**src/hw/rtl/lru_tag_cache_top_defines.svh**
```systemverilog
// Assertion macros shared by the LRU tag cache RTL.
// No dependencies; expects clk and arst_n in the including scope.
`ifndef LRU_TAG_CACHE_TOP_DEFINES_SVH
`define LRU_TAG_CACHE_TOP_DEFINES_SVH

// Same-cycle implication, off while reset is asserted.
`define LRUTC_ASSERT_IMP(label, ante, cons, msg) \
	label: assert property (@(posedge clk) disable iff (!arst_n) (ante) |-> (cons)) \
		else $error(msg);

// Next-cycle implication, off while reset is asserted.
`define LRUTC_ASSERT_NEXT(label, ante, cons, msg) \
	label: assert property (@(posedge clk) disable iff (!arst_n) (ante) |=> (cons)) \
		else $error(msg);

`endif

```
**src/hw/rtl/lrutc_pkg.sv**
```systemverilog
// Shared constants and the result record of the LRU tag cache.
// No dependencies.
package lrutc_pkg;

	localparam int LRUTC_CAPACITY = 8;
	localparam int LRUTC_KEY_BITS = 32;

	localparam int LRUTC_KEY_W    = 32;
	localparam int LRUTC_SLOT_W   = 3;
	localparam int LRUTC_OCC_W    = 4;

	localparam int LRUTC_IN_DATA_W  = 32;
	localparam int LRUTC_OUT_DATA_W = 48;

	typedef struct packed {
		logic                    hit;
		logic [LRUTC_SLOT_W-1:0] slot;
		logic                    evicted;
		logic [LRUTC_KEY_W-1:0]  evicted_key;
		logic                    inserted;
		logic [LRUTC_OCC_W-1:0]  occupancy;
	} lrutc_result_t;

endpackage

```
**src/hw/rtl/lru_tag_cache_top.sv**
```systemverilog
// LRU tag cache top level. Items pass the input register, then the result register (m_tvalid).
// Throughput: one item per cycle; lrutc_store compares and ages all entries combinationally
// between input register and result register. Only a result that m_tready holds back
// stalls the input.
// Reset (arst_n low, asynchronous) clears valid bits, ages and fill count at once; keys stay.
// Depends on lrutc_pkg, lrutc_store and lru_tag_cache_top_defines.svh.
module lru_tag_cache_top #(
	parameter int CAPACITY = lrutc_pkg::LRUTC_CAPACITY,
	parameter int KEY_BITS = lrutc_pkg::LRUTC_KEY_BITS
) (
	input  logic                                   clk,
	input  logic                                   arst_n,
	// request stream
	input  logic                                   s_tvalid,
	output logic                                   s_tready,
	input  logic [lrutc_pkg::LRUTC_IN_DATA_W-1:0]  s_tdata,  // [31:0] key
	input  logic                                   s_tuser,  // [0] fill_allowed
	// result stream
	output logic                                   m_tvalid,
	input  logic                                   m_tready,
	// [0] hit, [3:1] slot, [4] evicted, [36:5] evicted_key, [37] inserted,
	// [41:38] occupancy, [47:42] zero
	output logic [lrutc_pkg::LRUTC_OUT_DATA_W-1:0] m_tdata
);
	import lrutc_pkg::*;

	`include "lru_tag_cache_top_defines.svh"

	// Keys compare on their low KEY_BITS bits; the key field is only 32 wide.
	localparam int KW = (KEY_BITS < LRUTC_KEY_W) ? KEY_BITS : LRUTC_KEY_W;

	// input register
	logic                   valid_s1;
	logic [LRUTC_KEY_W-1:0] key_s1;
	logic                   fill_s1;

	// result register
	logic                   m_valid_q;
	lrutc_result_t          res_q;
	lrutc_result_t          res_d;

	logic                   adv;

	// Stage 1 retires its item whenever the result register is free or draining.
	assign adv      = valid_s1 && (!m_valid_q || m_tready);
	assign s_tready = !valid_s1 || adv;

	always_ff @(posedge clk or negedge arst_n) begin
		if (!arst_n) begin
			valid_s1 <= 1'b0;
		end else if (s_tready) begin
			valid_s1 <= s_tvalid;
		end
	end

	always_ff @(posedge clk) begin
		if (s_tvalid && s_tready) begin
			key_s1  <= s_tdata[LRUTC_KEY_W-1:0];
			fill_s1 <= s_tuser;
		end
	end

	lrutc_store #(
		.CAPACITY (CAPACITY),
		.KW       (KW)
	) u_store (
		.clk          (clk),
		.arst_n       (arst_n),
		.step         (adv),
		.key          (key_s1[KW-1:0]),
		.fill_allowed (fill_s1),
		.res          (res_d)
	);

	always_ff @(posedge clk or negedge arst_n) begin
		if (!arst_n) begin
			m_valid_q <= 1'b0;
		end else if (adv) begin
			m_valid_q <= 1'b1;
		end else if (m_tready) begin
			m_valid_q <= 1'b0;
		end
	end

	always_ff @(posedge clk) begin
		if (adv) begin
			res_q <= res_d;
		end
	end

	assign m_tvalid = m_valid_q;
	assign m_tdata  = {(LRUTC_OUT_DATA_W - 42)'(0), res_q.occupancy, res_q.inserted,
	                   res_q.evicted_key, res_q.evicted, res_q.slot, res_q.hit};

	// A hit never evicts or inserts.
	`LRUTC_ASSERT_IMP(a_hit_excl, m_valid_q && res_q.hit, !res_q.evicted && !res_q.inserted, "hit with eviction or insertion")
	// Eviction without refill leaves the store one short of full.
	`LRUTC_ASSERT_IMP(a_evict_occ, m_valid_q && res_q.evicted && !res_q.inserted, res_q.occupancy == LRUTC_OCC_W'(CAPACITY - 1), "occupancy wrong after eviction")
	// Input only stalls when stage 1 is blocked by an untaken result.
	`LRUTC_ASSERT_IMP(a_stall_cause, !s_tready, valid_s1 && m_valid_q && !m_tready, "input stalled without cause")
	// A processed item always shows up as a result next cycle.
	`LRUTC_ASSERT_NEXT(a_adv_result, adv, m_valid_q, "processed item produced no result")

endmodule

```
**src/hw/rtl/lrutc_store.sv**
```systemverilog
// Entry store of the LRU tag cache: keys, valid bits, ages, fill count.
// Depends on lrutc_pkg. Looks up combinationally and updates its state on each step.
module lrutc_store #(
	parameter int CAPACITY = 8,
	parameter int KW       = 32
) (
	input  logic                       clk,
	input  logic                       arst_n,
	input  logic                       step,
	input  logic [KW-1:0]              key,
	input  logic                       fill_allowed,
	output lrutc_pkg::lrutc_result_t   res
);
	import lrutc_pkg::*;

	localparam int IDX_W = $clog2(CAPACITY);
	localparam int AGE_W = $clog2(CAPACITY);
	localparam int CNT_W = $clog2(CAPACITY + 1);

	logic [KW-1:0]    key_q   [CAPACITY];
	logic [AGE_W-1:0] age_q   [CAPACITY];
	logic [CAPACITY-1:0] valid_q;
	logic [CNT_W-1:0] cnt_q;

	logic [CAPACITY-1:0] hit_vec, old_vec, valid_mid, free_vec;
	logic                hit, full, evict, ins;
	logic [IDX_W-1:0]    hit_idx, free_idx;
	logic [AGE_W-1:0]    hit_age;
	logic [KW-1:0]       ev_key;
	logic [CNT_W-1:0]    cnt_d;

	// Parallel lookup; keys are unique among valid entries, so vectors are one-hot.
	always_comb begin
		hit_idx = '0;
		hit_age = '0;
		ev_key  = '0;
		for (int i = 0; i < CAPACITY; i++) begin
			hit_vec[i] = valid_q[i] && (key_q[i] == key);
			// valid ages form 0..count-1, so the oldest of a full store is CAPACITY-1
			old_vec[i] = valid_q[i] && (age_q[i] == AGE_W'(CAPACITY - 1));
			if (hit_vec[i]) begin
				hit_idx = hit_idx | IDX_W'(i);
				hit_age = hit_age | age_q[i];
			end
			if (old_vec[i]) begin
				ev_key = ev_key | key_q[i];
			end
		end
	end

	assign hit       = |hit_vec;
	assign full      = (cnt_q == CNT_W'(CAPACITY));
	assign evict     = !hit && full;
	assign valid_mid = evict ? (valid_q & ~old_vec) : valid_q;
	// lowest clear bit, zero when every entry is valid
	assign free_vec  = ~valid_mid & (valid_mid + CAPACITY'(1));
	assign ins       = !hit && fill_allowed && (|free_vec);

	always_comb begin
		free_idx = '0;
		for (int i = 0; i < CAPACITY; i++) begin
			if (free_vec[i]) begin
				free_idx = free_idx | IDX_W'(i);
			end
		end
	end

	always_comb begin
		cnt_d = cnt_q;
		if (evict) begin
			cnt_d = cnt_d - CNT_W'(1);
		end
		if (ins) begin
			cnt_d = cnt_d + CNT_W'(1);
		end
	end

	always_comb begin
		res.hit         = hit;
		res.slot        = hit ? LRUTC_SLOT_W'(hit_idx) :
		                  (ins ? LRUTC_SLOT_W'(free_idx) : '0);
		res.evicted     = evict;
		res.evicted_key = evict ? LRUTC_KEY_W'(ev_key) : '0;
		res.inserted    = ins;
		res.occupancy   = LRUTC_OCC_W'(cnt_d);
	end

	// Keys carry no reset.
	always_ff @(posedge clk) begin
		if (step && ins) begin
			for (int i = 0; i < CAPACITY; i++) begin
				if (free_vec[i]) begin
					key_q[i] <= key;
				end
			end
		end
	end

	always_ff @(posedge clk or negedge arst_n) begin
		if (!arst_n) begin
			valid_q <= '0;
			cnt_q   <= '0;
			for (int i = 0; i < CAPACITY; i++) begin
				age_q[i] <= '0;
			end
		end else if (step) begin
			cnt_q <= cnt_d;
			for (int i = 0; i < CAPACITY; i++) begin
				if (hit) begin
					if (hit_vec[i]) begin
						age_q[i] <= '0;
					end else if (valid_q[i] && (age_q[i] < hit_age)) begin
						age_q[i] <= age_q[i] + AGE_W'(1);
					end
				end else begin
					if (evict && old_vec[i]) begin
						valid_q[i] <= 1'b0;
						age_q[i]   <= '0;
					end
					if (ins) begin
						if (free_vec[i]) begin
							valid_q[i] <= 1'b1;
							age_q[i]   <= '0;
						end else if (valid_mid[i]) begin
							age_q[i] <= age_q[i] + AGE_W'(1);
						end
					end
				end
			end
		end
	end

endmodule

```
**config.mk**
```make
export PLATFORM = sky130hd
export DESIGN_NAME = lru_tag_cache_top
export DESIGN_NICKNAME = d
export VERILOG_FILES = /design/src/hw/rtl/lrutc_pkg.sv /design/src/hw/rtl/lru_tag_cache_top.sv /design/src/hw/rtl/lrutc_store.sv
export VERILOG_INCLUDE_DIRS = /design/src /design/src/hw/rtl
export SDC_FILE = /design/constraint.sdc
export NUM_CORES = 1
export LEC_CHECK = 0
export BUFFER_PORTS_ARGS = -buffer_cell sky130_fd_sc_hd__buf_4
export CELL_PAD_IN_SITES_DETAIL_PLACEMENT = 1
export CELL_PAD_IN_SITES_GLOBAL_PLACEMENT = 1
export CORE_MARGIN = 2
export CORE_UTILIZATION = 51
export DETAILED_ROUTE_END_ITERATION = 7
export HOLD_SLACK_MARGIN = 0.02
export PLACE_DENSITY = 0.82
export SYNTH_ARGS = -nofsm -noshare
export SYNTH_HDL_FRONTEND = slang
export SYNTH_HIERARCHICAL = 1
export SYNTH_SLANG_ARGS = --single-unit
```
**constraint.sdc**
```tcl
create_clock -name clk -period 6.2 [get_ports clk]
set_input_delay 0.62 -clock clk [delete_from_list [all_inputs] [get_ports clk]]
set_output_delay 0.62 -clock clk [all_outputs]
set_load 0.01 [all_outputs]
```
# Word-level counts from Yosys, hierarchy flattened
# Memory sizes are Yosys's and may differ from the RTL's.
# Cells that the tools add are included.
[word_totals]
out_inout_bits = 50
mem_count = 1
elab_cells = 308
ramBits = 256
reg_bits = 113
[op_classes]
order_cmp = 8
bitwise_logic = 19
addsub = 11
eq_ne = 25
muxes = 162
n_reduce_logical = 62
[mem_list]
columns = ["memory", "words", "word_bits", "read_ports", "rd_ports_with_merged_regs", "wr", "line", "rtl"]
rows = [
  ["u_store.key_q", 8, 32, 8, 0, 1, "lrutc_store.sv:20", "logic [KW-1:0] key_q [CAPACITY];"],
]
[ops]
columns = ["operator", "count"]
rows = [
  ["two-way mux 32 bit", 15],
  ["equality test 32 bit", 8],
  ["two-way mux 3 bit", 81],
  ["OR 32 bit", 7],
  ["OR reduction 32 bit", 7],
  ["two-way mux 1 bit", 59],
  ["logical AND 1 bit", 38],
  ["adder 3 x 1 -> 3 bit (second input constant)", 8],
  ["equality test 3 bit (second input constant)", 8],
  ["< comparator 3 bit", 8],
  ["inequality test 3 x 2 -> 1 bit (second input constant)", 8],
  ["OR 3 bit", 7],
  ["AND reduction 2 bit", 9],
  ["AND 8 bit", 2],
  ["inverter 8 bit", 2],
  ["OR reduction 8 bit", 2],
  ["adder 8 x 1 -> 8 bit (second input constant)", 1],
  ["two-way mux 2 bit", 4],
  ["two-way mux 4 bit", 2],
  ["two-way mux 8 bit", 1],
  ["adder 4 x 1 -> 4 bit (second input constant)", 1],
  ["equality test 4 bit (second input constant)", 1],
  ["subtractor 4 x 1 -> 4 bit (second input constant)", 1],
  ["logical NOT 1 bit", 3],
  ["other kinds (3)", 4],
]

# Logic depth before layout (Yosys ltp)
# An unclocked memory read counts as a cell.
[depth]
ltp_word = 23
depth_mapped = 15

# Modules after synthesis
# Netlist, hierarchy kept.
[modules_own_cells]
columns = ["module", "n_inst", "area_per_inst_um2", "cells_per_inst"]
rows = [
  ["lrutc_store", 1, 16716.0, 1448],
  ["lru_tag_cache_top", 1, 2404.8, 90],
]

# Worst setup path before layout
# No wires, ideal clock.
[synth_path]
kind = "input to register"
start = "in m_tready"
end = "mem u_store.key_q[4][0] (netlist: u_store/key_q[1][0]), enable pin"
n_path_buf = 1
slack_ns = 0.969
arrival_time_ns = 4.761
setup_ns = 0.470
path_stages = 5
path_cell_list = "nand2b_1 > and2_1 > clkbuf_1 > nand4_1 > a211oi_1"
[synth_between]
elab_chain_len = 13
[synth_rtl]
columns = ["element", "line", "rtl"]
rows = [
  ["start, declared", "lru_tag_cache_top.sv:20", "input logic m_tready,"],
  ["logical OR 1 bit *", "lru_tag_cache_top.sv:45", "assign adv = valid_s1 && (!m_valid_q || m_tready);"],
  ["logical AND 1 bit *", "lru_tag_cache_top.sv:45", ""],
  ["net adv", "lru_tag_cache_top.sv:42", "logic adv;"],
  ["logical AND 1 bit *", "lrutc_store.sv:90", "if (step && ins) begin"],
  ["two-way mux 1 bit", "lrutc_store.sv:90", ""],
  ["two-way mux 1 bit (not written as such)", "lrutc_store.sv:93", "key_q[i] <= key;"],
  ["OR reduction 32 bit (no line)", "-", ""],
  ["two-way mux 3 bit (no line) / two-way mux 1 bit (equally long branches) (7 in a row)", "-", ""],
  ["end, declared", "lrutc_store.sv:20", ""],
]
# The timed path passes the listed nets; every way through them passes the cells marked *.

# Worst setup path in the final report
[layout_path]
start = "reg key_s1[26]"
end = "reg u_store/age_q[19] (netlist name)"
[layout_between]
elab_chain_len = 21
[layout_rtl]
columns = ["element", "line", "rtl"]
rows = [
  ["start, declared", "lru_tag_cache_top.sv:34", "logic [LRUTC_KEY_W-1:0] key_s1;"],
  ["start signal, assigned", "lru_tag_cache_top.sv:58", "key_s1 <= s_tdata[LRUTC_KEY_W-1:0];"],
  ["equality test 32 bit", "lrutc_store.sv:38", "hit_vec[i] = valid_q[i] && (key_q[i] == key);"],
  ["logical AND 1 bit", "lrutc_store.sv:38", ""],
  ["two-way mux 3 bit", "lrutc_store.sv:41", "if (hit_vec[i]) begin"],
  ["OR 3 bit", "lrutc_store.sv:43", "hit_age = hit_age | age_q[i];"],
  ["two-way mux 3 bit", "lrutc_store.sv:41", ""],
  ["OR 3 bit", "lrutc_store.sv:43", ""],
  ["two-way mux 3 bit", "lrutc_store.sv:41", ""],
  ["OR 3 bit", "lrutc_store.sv:43", ""],
  ["[... 5 more ...]", "-", ""],
  ["OR 3 bit", "lrutc_store.sv:43", ""],
  ["two-way mux 3 bit", "lrutc_store.sv:41", ""],
  ["OR 3 bit", "lrutc_store.sv:43", ""],
  ["two-way mux 3 bit", "lrutc_store.sv:41", ""],
  ["< comparator 3 bit", "lrutc_store.sv:112", "end else if (valid_q[i] && (age_q[i] < hit_age)) begin"],
  ["logical AND 1 bit", "lrutc_store.sv:112", ""],
  ["inequality test 3 x 2 -> 1 bit (no line)", "-", ""],
  ["AND reduction 2 bit (no line)", "-", ""],
  ["end signal, assigned by index", "lrutc_store.sv:113", "age_q[i] <= age_q[i] + AGE_W'(1);"],
  ["end signal, assigned by index", "lrutc_store.sv:125", "age_q[i] <= age_q[i] + AGE_W'(1);"],
  ["end, declared", "lrutc_store.sv:21", "logic [AGE_W-1:0] age_q [CAPACITY];"],
]
# Several ways; a longest one is shown, not always the timed one.
# A chain may end at the register's enable or synchronous reset.

==> flow_summary.toml <==
[status]
outcome = "completed"

[setup_path]
worstSetupPathType = "reg -> reg"
end_kind = "flop"
r2r_slack_ns = 1.19
required_ns = 6.66
worstSetupStartpointType = "flop"
crit_arrival_ns = 5.47
regToRegStartpoint = "key_s1[26]"
worstRegToRegCells = 10
cp-startpoint = "key_s1[26]"
worst-path-max-fanout = 16

[clocking]
clk_latency_ns = 0.59
cts_root_buf = "clkbuf_16"
cts_resized = 0
cts.sinks = 369
cts_setup_buffers = 0
hold_buffers = 0
tritoncts = "done"
htree_levels = 2
clockBufferDepth = 3
clk_pin_slew_ns = 0.06
cts_buffers = 40

[yosys]
yosys_warnings = 6
synth_seq_cells = 369
synth_area_per_cell_um2 = 12.4
synth_edf_count = 331
synth_cells = 1538
synth_ff_type = "edfxtp_1"
async_reset_ff_frac = 0.103
syn_area_um2 = 19100
ys_types = 79
ys_seq_area_frac = 0.570

[detailed_routing]
drt-pass1-iter-count = 5
finalWirelength_um = 81000
vias = 14900
ant_nets = 0
wl_per_cell_um = 38.7
dr.first_iter.drc_count = 1917
vias_per_cell = 7.14
drc = 0

[global_route]
first_global_vias = 14900
antenna_found_initial = 0
grt_first_pass_wirelength_um = 114000
overflow = 0
grt_max_degree = 58
grt.total_usage = 0.422

[timing]
timing.final.crit_share = 0.808
setup_viol = 0
slew_headroom = 0.260
rsz0062_at_grt = "no"
worst_pin_slew_ns = 1.11
fin_setup_tns_ns = 0
hold_viol_final = 0
fin_hold_ws_ns = 0.0215
fmax_mhz = 200
skew_ns = 0.0329
slew_violations = 0
min_period_ns = 5.01

[power_and_ir_drop]
p_leak_nw = 7.08
p_total_mw = 7.57
irDropWorstVdd_mv = 0.394
power_density_nw_per_um2 = 354

[cells_and_area]
fillers = 3657
multi_input_area_um2 = 7630
seq_area_um2 = 10900
final_common_cell = "edfxtp_1"
drive_gt1_frac = 0.121
layout.nets = 1666
syn_to_final_growth_pct = 11.9
layout_common_cells = "edfxtp_1, xnor2_1, buf_4"
n_antenna_cell = 0

[die]
die_x_um = 198
io_pins = 87
core_um2 = 36800
dieArea_um2 = 39100
die_h_um = 198
start_util = 0.520
fp-row-count = 70

[place]
gp_congestion = 1.06
hpwl_um = 58900
port_buffers = 80

[run]
maxCapViolCount = 0

[worst_hold_path]
hold_class = "in -> async"
==> synthesized netlist by cell type (5+ instances only) <==
cell,n,area (um2)
a21o_1,5,37.5
a21oi_1,40,200
a221oi_1,53,464
a22o_1,53,464
a22oi_1,30,225
a31oi_1,20,125
a32o_1,7,70.1
and2_1,14,87.6
and3_1,13,81.3
and4_1,5,43.8
buf_2,7,35.0
buf_4,37,278
buf_6,5,56.3
clkbuf_1,47,176
dfrtp_1,38,951
edfxtp_1,331,9940
ha_1,35,438
inv_1,31,116
mux2i_1,6,60.1
nand2_1,66,248
nand2b_1,38,238
nand3_1,37,185
nand3b_1,7,52.6
nand4_1,105,657
nor2_1,49,184
nor3_1,28,140
nor4_1,27,169
nor4b_1,7,61.3
o2111ai_1,6,52.6
o211ai_1,10,75.1
o21a_1,5,37.5
o21ai_0,29,145
o22ai_1,6,37.5
o2bb2ai_1,13,114
or4_1,8,60.1
xnor2_1,216,1890
xor2_1,35,307
==> worst paths after layout <==
path | endpoint
hold reg to reg | u_store/age_q[6]
setup / recovery | u_store/age_q[19]
setup reg to reg | u_store/age_q[19]
max in group asynchronous | m_tvalid
min in group clk | key_s1[22]
hold / removal | u_store/valid_q[3]
==> layout make-up <==
cell class,count,area share
repair buffers,109,0.0394
clock inverters,25,0.0132
flip-flops and latches,369,0.509
well taps,468,0.0274
inverters,32,0.00596
clock buffers,46,0.0488
multi-input cells,1042,0.356
==> critical path, stage by stage (launching register included) <==
cell and delay, ns:
edfxtp_1 0.65, xnor2_1 0.85, nand4_1 0.45, nor4_1 0.39
and4_1 0.43, a22oi_1 0.12, and3_1 0.35, ha_1 0.35
o311ai_0 0.79, o21ai_0 0.24, a32o_1 0.25
==> sequential cells by signal, indices dropped and copies added (netlist names) <==
register         count
key_s1              32
u_store/cnt_q        4
valid_s1             1
fill_s1              1
m_tdata             42
u_store/age_q       24
u_store/valid_q      8
m_tvalid             1
u_store/key_q      256
==> report_power, final <==
| group | internal [mW] | total [mW] | leakage (nW) | switching (mW) |
|---|---|---|---|---|
| combinational | 0.656 | 1.82 | 2.96 | 1.17 |
| clock | 1.42 | 2.47 | 0.641 | 1.05 |
| sequential | 2.95 | 3.27 | 3.48 | 0.319 |
| total | 5.03 | 7.57 | 7.08 | 2.53 |
==> metrics by stage <==
stage               setup slack [ns]  std cells   util  area (um2)
detailed placement              1.39       2020  0.546       20100
global placement                1.41       2020  0.546       20100
global route                   0.954       2091  0.582       21400
CTS                             1.26       2091  0.582       21400
finish                          1.19       2091  0.582       21400
floorplan                      0.969       1543      -       19100
==> metal layers <==
metal  share of wire  vias to the layer above  track usage
met5               0                        -            0
met4           0.069                        0        0.243
met3           0.092                      264       0.0777
met2            0.46                      958        0.671
met1            0.38                     7617        0.546
li1                -                     6084            -
==> cell families (layout without fill, tap and decap cells) <==
kind of cell	after synthesis	after routing	share of synthesized area
and+or+nand+nor	433	433	0.131
DFF	369	369	0.570
AOI/OAI and AO/OA	309	309	0.121
xor gates and xnor gates	251	251	0.115
buffers and inverters	132	212	0.0361
adders and majority gates	35	35	0.0229
muxes	8	8	0.00432
other	1	6	0.000196
(Power assumes the default switching activity.)
